$ cat src/rtl/core/hbd_pkg.sv
package hbd_pkg;

  localparam int DATA_BYTES_DEF = 16;
  localparam int Q_DEPTH        = 2;

  typedef struct packed {
    logic full;
    logic empty;
  } q_stat_t;

  function automatic bit is_pow2(int p);
    return (p & (p - 1)) == 0;
  endfunction

  // 1-based code position of the d-th data bit (d from 0)
  function automatic int data_pos(int d);
    int n;
    int res;
    n   = -1;
    res = 0;
    for (int p = 1; p < 256; p++) begin
      if (!is_pow2(p)) begin
        n++;
        if (n == d && res == 0) begin
          res = p;
        end
      end
    end
    return res;
  endfunction

endpackage

$ cat src/rtl/core/hbd_front.sv
module hbd_front #(
  parameter int DATA_BYTES = hbd_pkg::DATA_BYTES_DEF
) (
  input  logic                            clk,
  input  logic                            rst_n,
  input  logic                            in_tvalid,
  output logic                            in_tready,
  input  logic [7:0]                      in_tdata,
  input  hbd_pkg::q_stat_t                q_stat,
  output logic                            push,
  output logic [8*(DATA_BYTES+1)-1:0]     push_blk,
  output logic [7:0]                      push_syn
);
  import hbd_pkg::*;

  localparam int BITS  = 8 * (DATA_BYTES + 1);
  localparam int CNT_W = $clog2(DATA_BYTES + 1);

  logic [CNT_W-1:0] cnt_r, cnt_nxt;
  logic [7:0]       syn_r, syn_nxt;
  logic [7:0]       contrib;
  logic [7:0]       buf_r [DATA_BYTES];
  logic             at_last;
  logic             accept;

  assign at_last   = (cnt_r == CNT_W'(DATA_BYTES));
  assign in_tready = !(at_last && q_stat.full);
  assign accept    = in_tvalid && in_tready;

  // xor of the positions of the set bits of this byte
  always_comb begin
    contrib = '0;
    for (int k = 0; k < 8; k++) begin
      if (in_tdata[7-k]) begin
        contrib = contrib ^ (8'({cnt_r, 3'b000}) + 8'(k + 1));
      end
    end
  end

  always_comb begin
    cnt_nxt = cnt_r;
    syn_nxt = syn_r;
    if (accept) begin
      if (at_last) begin
        cnt_nxt = '0;
        syn_nxt = '0;
      end else begin
        cnt_nxt = cnt_r + 1'b1;
        syn_nxt = syn_r ^ contrib;
      end
    end
  end

  always_ff @(posedge clk) begin
    if (!rst_n) begin
      cnt_r <= '0;
      syn_r <= '0;
    end else begin
      cnt_r <= cnt_nxt;
      syn_r <= syn_nxt;
    end
  end

  always_ff @(posedge clk) begin
    for (int i = 0; i < DATA_BYTES; i++) begin
      if (accept && cnt_r == CNT_W'(i)) begin
        buf_r[i] <= in_tdata;
      end
    end
  end

  assign push     = accept && at_last;
  assign push_syn = syn_r ^ contrib;

  for (genvar i = 0; i < DATA_BYTES; i++) begin : g_blk
    assign push_blk[BITS-1-8*i -: 8] = buf_r[i];
  end
  assign push_blk[7:0] = in_tdata;

endmodule

$ cat src/rtl/core/hbd_queue.sv
module hbd_queue #(
  parameter int WIDTH = 8 * (hbd_pkg::DATA_BYTES_DEF + 1) + 8
) (
  input  logic              clk,
  input  logic              rst_n,
  input  logic              push,
  input  logic [WIDTH-1:0]  push_data,
  input  logic              pop,
  output logic [WIDTH-1:0]  pop_data,
  output hbd_pkg::q_stat_t  q_stat
);
  import hbd_pkg::*;

  localparam int PTR_W = $clog2(Q_DEPTH);
  localparam int CNT_W = $clog2(Q_DEPTH + 1);

  logic [WIDTH-1:0] mem_r [Q_DEPTH];
  logic [PTR_W-1:0] wr_ptr_r, wr_ptr_nxt;
  logic [PTR_W-1:0] rd_ptr_r, rd_ptr_nxt;
  logic [CNT_W-1:0] cnt_r, cnt_nxt;

  assign q_stat.full  = (cnt_r == CNT_W'(Q_DEPTH));
  assign q_stat.empty = (cnt_r == '0);
  assign pop_data     = mem_r[rd_ptr_r];

  always_comb begin
    wr_ptr_nxt = wr_ptr_r;
    rd_ptr_nxt = rd_ptr_r;
    cnt_nxt    = cnt_r;
    if (push) begin
      wr_ptr_nxt = (wr_ptr_r == PTR_W'(Q_DEPTH - 1)) ? '0 : wr_ptr_r + 1'b1;
    end
    if (pop) begin
      rd_ptr_nxt = (rd_ptr_r == PTR_W'(Q_DEPTH - 1)) ? '0 : rd_ptr_r + 1'b1;
    end
    case ({push, pop})
      2'b10:   cnt_nxt = cnt_r + 1'b1;
      2'b01:   cnt_nxt = cnt_r - 1'b1;
      default: cnt_nxt = cnt_r;
    endcase
  end

  always_ff @(posedge clk) begin
    if (!rst_n) begin
      wr_ptr_r <= '0;
      rd_ptr_r <= '0;
      cnt_r    <= '0;
    end else begin
      wr_ptr_r <= wr_ptr_nxt;
      rd_ptr_r <= rd_ptr_nxt;
      cnt_r    <= cnt_nxt;
    end
  end

  always_ff @(posedge clk) begin
    if (push) begin
      mem_r[wr_ptr_r] <= push_data;
    end
  end

endmodule

$ cat src/rtl/core/hbd_back.sv
module hbd_back #(
  parameter int DATA_BYTES = hbd_pkg::DATA_BYTES_DEF
) (
  input  logic                            clk,
  input  logic                            rst_n,
  input  hbd_pkg::q_stat_t                q_stat,
  input  logic [8*(DATA_BYTES+1)+7:0]     pop_data,
  output logic                            pop,
  output logic                            out_tvalid,
  input  logic                            out_tready,
  output logic [7:0]                      out_tdata,
  output logic                            out_tlast,
  output logic [8:0]                      out_tuser
);
  import hbd_pkg::*;

  localparam int BITS  = 8 * (DATA_BYTES + 1);
  localparam int DAT_W = 8 * DATA_BYTES;
  localparam int CNT_W = $clog2(DATA_BYTES + 1);

  logic [BITS-1:0]  blk_in, flip, fixed;
  logic [7:0]       syn_in;
  logic             unc_in;
  logic [DAT_W-1:0] dat;
  logic [DAT_W-1:0] dat_r, dat_nxt;
  logic [7:0]       syn_r, syn_nxt;
  logic             unc_r, unc_nxt;
  logic [CNT_W-1:0] left_r, left_nxt;

  assign blk_in = pop_data[BITS+7:8];
  assign syn_in = pop_data[7:0];
  assign unc_in = (syn_in > 8'(BITS));

  // a syndrome naming a position flips that bit
  for (genvar j = 0; j < BITS; j++) begin : g_flip
    assign flip[j] = (syn_in == 8'(BITS - j));
  end
  assign fixed = blk_in ^ flip;

  // drop the parity positions
  for (genvar d = 0; d < DAT_W; d++) begin : g_dat
    assign dat[DAT_W-1-d] = fixed[BITS - data_pos(d)];
  end

  assign out_tvalid = (left_r != '0);
  assign out_tlast  = (left_r == CNT_W'(1));
  assign out_tdata  = dat_r[DAT_W-1 -: 8];
  assign out_tuser  = {unc_r, syn_r};

  assign pop = !q_stat.empty && (!out_tvalid || (out_tlast && out_tready));

  always_comb begin
    dat_nxt  = dat_r;
    syn_nxt  = syn_r;
    unc_nxt  = unc_r;
    left_nxt = left_r;
    if (pop) begin
      dat_nxt  = dat;
      syn_nxt  = syn_in;
      unc_nxt  = unc_in;
      left_nxt = CNT_W'(DATA_BYTES);
    end else if (out_tvalid && out_tready) begin
      dat_nxt  = {dat_r[DAT_W-9:0], 8'h00};
      left_nxt = left_r - 1'b1;
    end
  end

  always_ff @(posedge clk) begin
    if (!rst_n) begin
      left_r <= '0;
    end else begin
      left_r <= left_nxt;
    end
  end

  always_ff @(posedge clk) begin
    dat_r <= dat_nxt;
    syn_r <= syn_nxt;
    unc_r <= unc_nxt;
  end

endmodule

$ cat src/rtl/core/hamming_136_128_block_decoder.sv
// single-error-correcting hamming decoder over blocks of DATA_BYTES+1 code bytes
// input stream: in_tvalid/in_tready/in_tdata carries one code byte per request,
// blocks back to back with no framing; the 17th byte (default size) closes a block
// output stream: DATA_BYTES corrected data bytes per block, msb first;
// out_tlast marks the final byte, out_tuser gives the syndrome and the
// uncorrectable flag, the same on every byte of a block
// a closed block is queued, then loaded into the back's output register
// throughput: one code byte per cycle while in_tready, DATA_BYTES out per block
// the front collects bytes and the syndrome, a two-block queue feeds the back,
// which corrects the block and shifts out one byte per cycle from its register
// when the receiver stalls the output byte holds; the front keeps taking bytes
// and only holds off the closing byte of a block while two blocks are queued
// reset empties the queue and drops any partial block; no clearing pass
module hamming_136_128_block_decoder #(
  parameter int DATA_BYTES = hbd_pkg::DATA_BYTES_DEF
) (
  input  logic       clk,
  input  logic       rst_n,
  input  logic       in_tvalid,
  output logic       in_tready,
  input  logic [7:0] in_tdata,    // code_byte
  output logic       out_tvalid,
  input  logic       out_tready,
  output logic [7:0] out_tdata,   // data_byte
  output logic       out_tlast,   // last_of_block
  output logic [8:0] out_tuser    // error_position [7:0], uncorrectable [8]
);
  import hbd_pkg::*;

  localparam int BITS = 8 * (DATA_BYTES + 1);

  q_stat_t          q_stat;
  logic             push;
  logic             pop;
  logic [BITS-1:0]  push_blk;
  logic [7:0]       push_syn;
  logic [BITS+7:0]  pop_data;

  hbd_front #(.DATA_BYTES(DATA_BYTES)) u_front (
    .clk       (clk),
    .rst_n     (rst_n),
    .in_tvalid (in_tvalid),
    .in_tready (in_tready),
    .in_tdata  (in_tdata),
    .q_stat    (q_stat),
    .push      (push),
    .push_blk  (push_blk),
    .push_syn  (push_syn)
  );

  hbd_queue #(.WIDTH(BITS + 8)) u_queue (
    .clk       (clk),
    .rst_n     (rst_n),
    .push      (push),
    .push_data ({push_blk, push_syn}),
    .pop       (pop),
    .pop_data  (pop_data),
    .q_stat    (q_stat)
  );

  hbd_back #(.DATA_BYTES(DATA_BYTES)) u_back (
    .clk        (clk),
    .rst_n      (rst_n),
    .q_stat     (q_stat),
    .pop_data   (pop_data),
    .pop        (pop),
    .out_tvalid (out_tvalid),
    .out_tready (out_tready),
    .out_tdata  (out_tdata),
    .out_tlast  (out_tlast),
    .out_tuser  (out_tuser)
  );

endmodule

$ cat config.mk
export PLATFORM = sky130hd
export DESIGN_NAME = hamming_136_128_block_decoder
export DESIGN_NICKNAME = d
export VERILOG_FILES = /design/src/rtl/core/hbd_pkg.sv /design/src/rtl/core/hbd_front.sv /design/src/rtl/core/hbd_queue.sv /design/src/rtl/core/hbd_back.sv /design/src/rtl/core/hamming_136_128_block_decoder.sv
export SDC_FILE = /design/constraint.sdc
export NUM_CORES = 1
export LEC_CHECK = 0
export BUFFER_PORTS_ARGS = -buffer_cell sky130_fd_sc_hd__buf_2
export CELL_PAD_IN_SITES_DETAIL_PLACEMENT = 1
export CELL_PAD_IN_SITES_GLOBAL_PLACEMENT = 2
export CORE_UTILIZATION = 48
export CTS_BUF_LIST = sky130_fd_sc_hd__clkbuf_2 sky130_fd_sc_hd__clkbuf_4 sky130_fd_sc_hd__clkbuf_8
export CTS_CLUSTER_SIZE = 40
export DETAILED_ROUTE_END_ITERATION = 8
export PLACE_DENSITY = 0.92
export SLEW_MARGIN = 30
export SYNTH_ARGS = -nofsm -noshare
export SYNTH_HDL_FRONTEND = slang
export SYNTH_SLANG_ARGS = --single-unit
$ cat constraint.sdc
create_clock -name clk -period 13.31 [get_ports clk]
set_input_delay 0.6655 -clock clk [delete_from_list [all_inputs] [get_ports clk]]
set_output_delay 0.6655 -clock clk [all_outputs]
set_load 0.005 [all_outputs]
==> flow_summary.json <==
{
  "worst_path_largest_cell_delay_ns": 0.68,
  "grt-ovfl-total": 0,
  "clockBufferDepth": 3,
  "clk_latency_ns": 0.66,
  "gp_congestion": 0.7748,
  "syn_area_sq_um": 22290,
  "die_h_microns": 217.5,
  "p_comb_share_pct": 8.2,
  "tightestPinTransition_ns": 1.085,
  "io_pins": 32,
  "worst_setup_path_start_kind": "flop",
  "grt_pass1_vias": 13556,
  "finalClockSkew_ns": 0.02535,
  "r2r_cells": 8,
  "area_delta_synth_final_pct": 11.29,
  "finalWirelength_mm": 55.14,
  "clkTransAtPathRegs_ns": 0.06,
  "drt-wirelength-per-cell_microns": 24.77,
  "cts_tree": "built",
  "antenna_found_initial": 0,
  "multi_input_area_sq_um": 5608,
  "grt_max_degree": 106,
  "holdCritStartpoint": "rst_n",
  "dp_hpwl_mm": 32.54,
  "cts_setup_buffers": 0,
  "drv_cap": 0,
  "status": "complete, no violations",
  "synth_top_cell_by_area": "edfxtp_1",
  "ir_worst_vdd_v": 0.0001498,
  "core-area_sq_um": 45580,
  "internal-power_mw": 2.956,
  "layout.nets": 1578,
  "crit_top_cell": "buf_6",
  "ys_seq_area_share_pct": 73.35,
  "p_per_area_nw_per_um2": 156.8,
  "num_rows": 78,
  "port_buffers": 31,
  "cp-end-kind": "flop",
  "required_ns": 13.66,
  "hold_buffers": 0,
  "vias": 12471,
  "yosys_warnings": 0,
  "start_util_pct": 48.90,
  "drt_iter0_drc": 972,
  "min_period_ns": 3.608,
  "period_share_pct": 27.11,
  "synth_most_common_cell": "edfxtp_1",
  "relSlewSlack_pct": 27.67,
  "rsz0062_at_grt": "false",
  "power_leakage_nw": 8.513,
  "r2r-start": "u_back.left_r[0]",
  "ys.flop_type": "edfxtp_1",
  "fillers": 4366,
  "grt_pass1_wl_mm": 81.47,
  "seq_power_share_pct": 56.4,
  "power_mw": 3.890,
  "die_w_microns": 217.5,
  "netSwitchingFraction_pct": 24.01,
  "crit_arrival_ns": 3.96,
  "seqCellArea_sq_um": 16350,
  "synth-seq-cells": 552,
  "synth_common_cells": "edfxtp_1 (529), nor2_1 (157), nand2_1 (137)",
  "ys_async_sr_fraction_pct": 0,
  "setup-tns-final_ns": 0,
  "synth_top_area_share_pct": 71.28,
  "netlist_instances": 1486,
  "cp_max_fo": 105,
  "root_buffer": "clkbuf_8",
  "finalSetupViolations": 0,
  "hold_viol_final": 0,
  "drc": 0,
  "synth-edff-count": 529,
  "synth_area_leaders": "edfxtp_1 (71%), mux2i_1 (5.8%), xor2_1 (5.2%)",
  "critPathKind": "reg -> reg",
  "drive_gt1_share_pct": 13.72,
  "dr.pass1.iters": 5,
  "clockPowerShare_pct": 35.4,
  "critPathSlowestCell": "buf_6",
  "cts_resized": 0,
  "fp.dieArea_sq_um": 47290,
  "grt_usage_pct": 23.48,
  "fmaxAchievable_ghz": 0.2772,
  "htree_levels": 3,
  "numCtsBuffers": 86,
  "postRouteAntennaNets": 0,
  "viasPerCell": 5.602,
  "whs_path_depth": 2,
  "hold_class": "in -> reg",
  "p_switching_mw": 0.9341,
  "syn_area_per_cell_sq_um": 15.00,
  "syn-num-nets": 1506,
  "clock_sinks": 552,
  "path_cells": "inv_1 -> ha_1 -> or4b_4 -> a21boi_0 -> or2_4 -> buf_6 -> buf_6 -> o21ai_0",
  "timing.critical_path.from": "u_back.left_r[0]",
  "final-max-slew-violation-count": 0,
  "ys_types": 50
}
## path summary, 6_finish.rpt
check / endpoint / slack [ns]
max reg2reg: u_back.dat_r[126] / 9.70
max: u_back.dat_r[126] / 9.70
min reg2reg: u_queue.mem_r[0][113] / 0.44
min: u_queue.wr_ptr_r / 0.40
## worst max-delay path, delay by kind of cell (launching register included)
kind            cells  cell delay (ns)
buf+inv             3             1.39
simple gates        2             0.73
compound gates      2             0.41
flops               1             0.40
fa+ha+maj           1             0.23
## sequential cells by signal (all words and copies together), names as in the netlist, 2 cells and up, named ones only
name / count
u_front.buf_r: 120
u_queue.mem_r: 272
u_queue.cnt_r: 2
u_front.cnt_r: 5
u_front.syn_r: 8
u_back.dat_r: 128
u_back.left_r: 5
u_back.syn_r: 8
## metrics by stage
step,hold slack [ns],util [%],instance area (sq um),worst slack [ns],std cells
3_5_place_dp,0.4310,50.64,23080,9.235,2067
5_1_grt,0.4053,54.41,24800,9.475,2225
2_1_floorplan,0.4215,-,22290,2.517,1486
4_1_cts,0.3668,54.25,24730,9.208,2222
3_3_place_gp,0.4218,50.59,23060,9.478,2067
6_report,0.4038,54.42,24800,9.702,2226
## cells by family (layout without fill, tap and decap cells)
kind of cell,Yosys count,count (layout),synth area share [%]
compound gates,178,178,4.452
flops,552,552,73.35
simple gates,374,374,7.383
xor+xnor,152,152,6.103
fa+ha+maj,8,8,0.4492
other cells,0,1,0
buf+inv,85,224,2.066
mux,137,137,6.198
## power by group through the flow
| stage | clock network, mW | registers, mW | logic, mW |
|---|---|---|---|
| after floorplan | 0 | 2.25 | 0.201 |
| after global placement | 0 | 2.22 | 0.277 |
| after detailed placement | 0 | 2.23 | 0.311 |
| after CTS | 1.40 | 2.20 | 0.313 |
| after global routing | 1.47 | 2.21 | 0.354 |
| final | 1.38 | 2.20 | 0.317 |
## metal layers
metal	GRT usage [%]	routed length, microns
met1	28.98	22200
met2	40.89	28360
met3	4.379	3125
met4	8.897	1458
met5	0	0
## cells in the final DEF (no fill, tap or decap), drive strengths merged, types with 18 or more instances in the layout
cell    netlist  routed
edfxtp      529     529
nor2        157     157
nand2       137     137
xor2        132     132
mux2i       129     129
o21ai       125     125
clkbuf       40     119
buf          34      57
clkinv        0      32
o22ai        25      25
dfxtp        23      23
xnor2        18      18
## area by class of cell
class | count | area share [%]
Sequential cell | 552 | 65.92
Multi-Input combinational cell | 849 | 22.61
Clock buffer | 118 | 5.867
Tap cell | 600 | 3.027
Timing Repair Buffer | 58 | 1.619
Clock inverter | 37 | 0.7769
Inverter | 11 | 0.1665
Antenna cell | 1 | 0.01009
No activity file was read; power rests on OpenSTA's default activity.
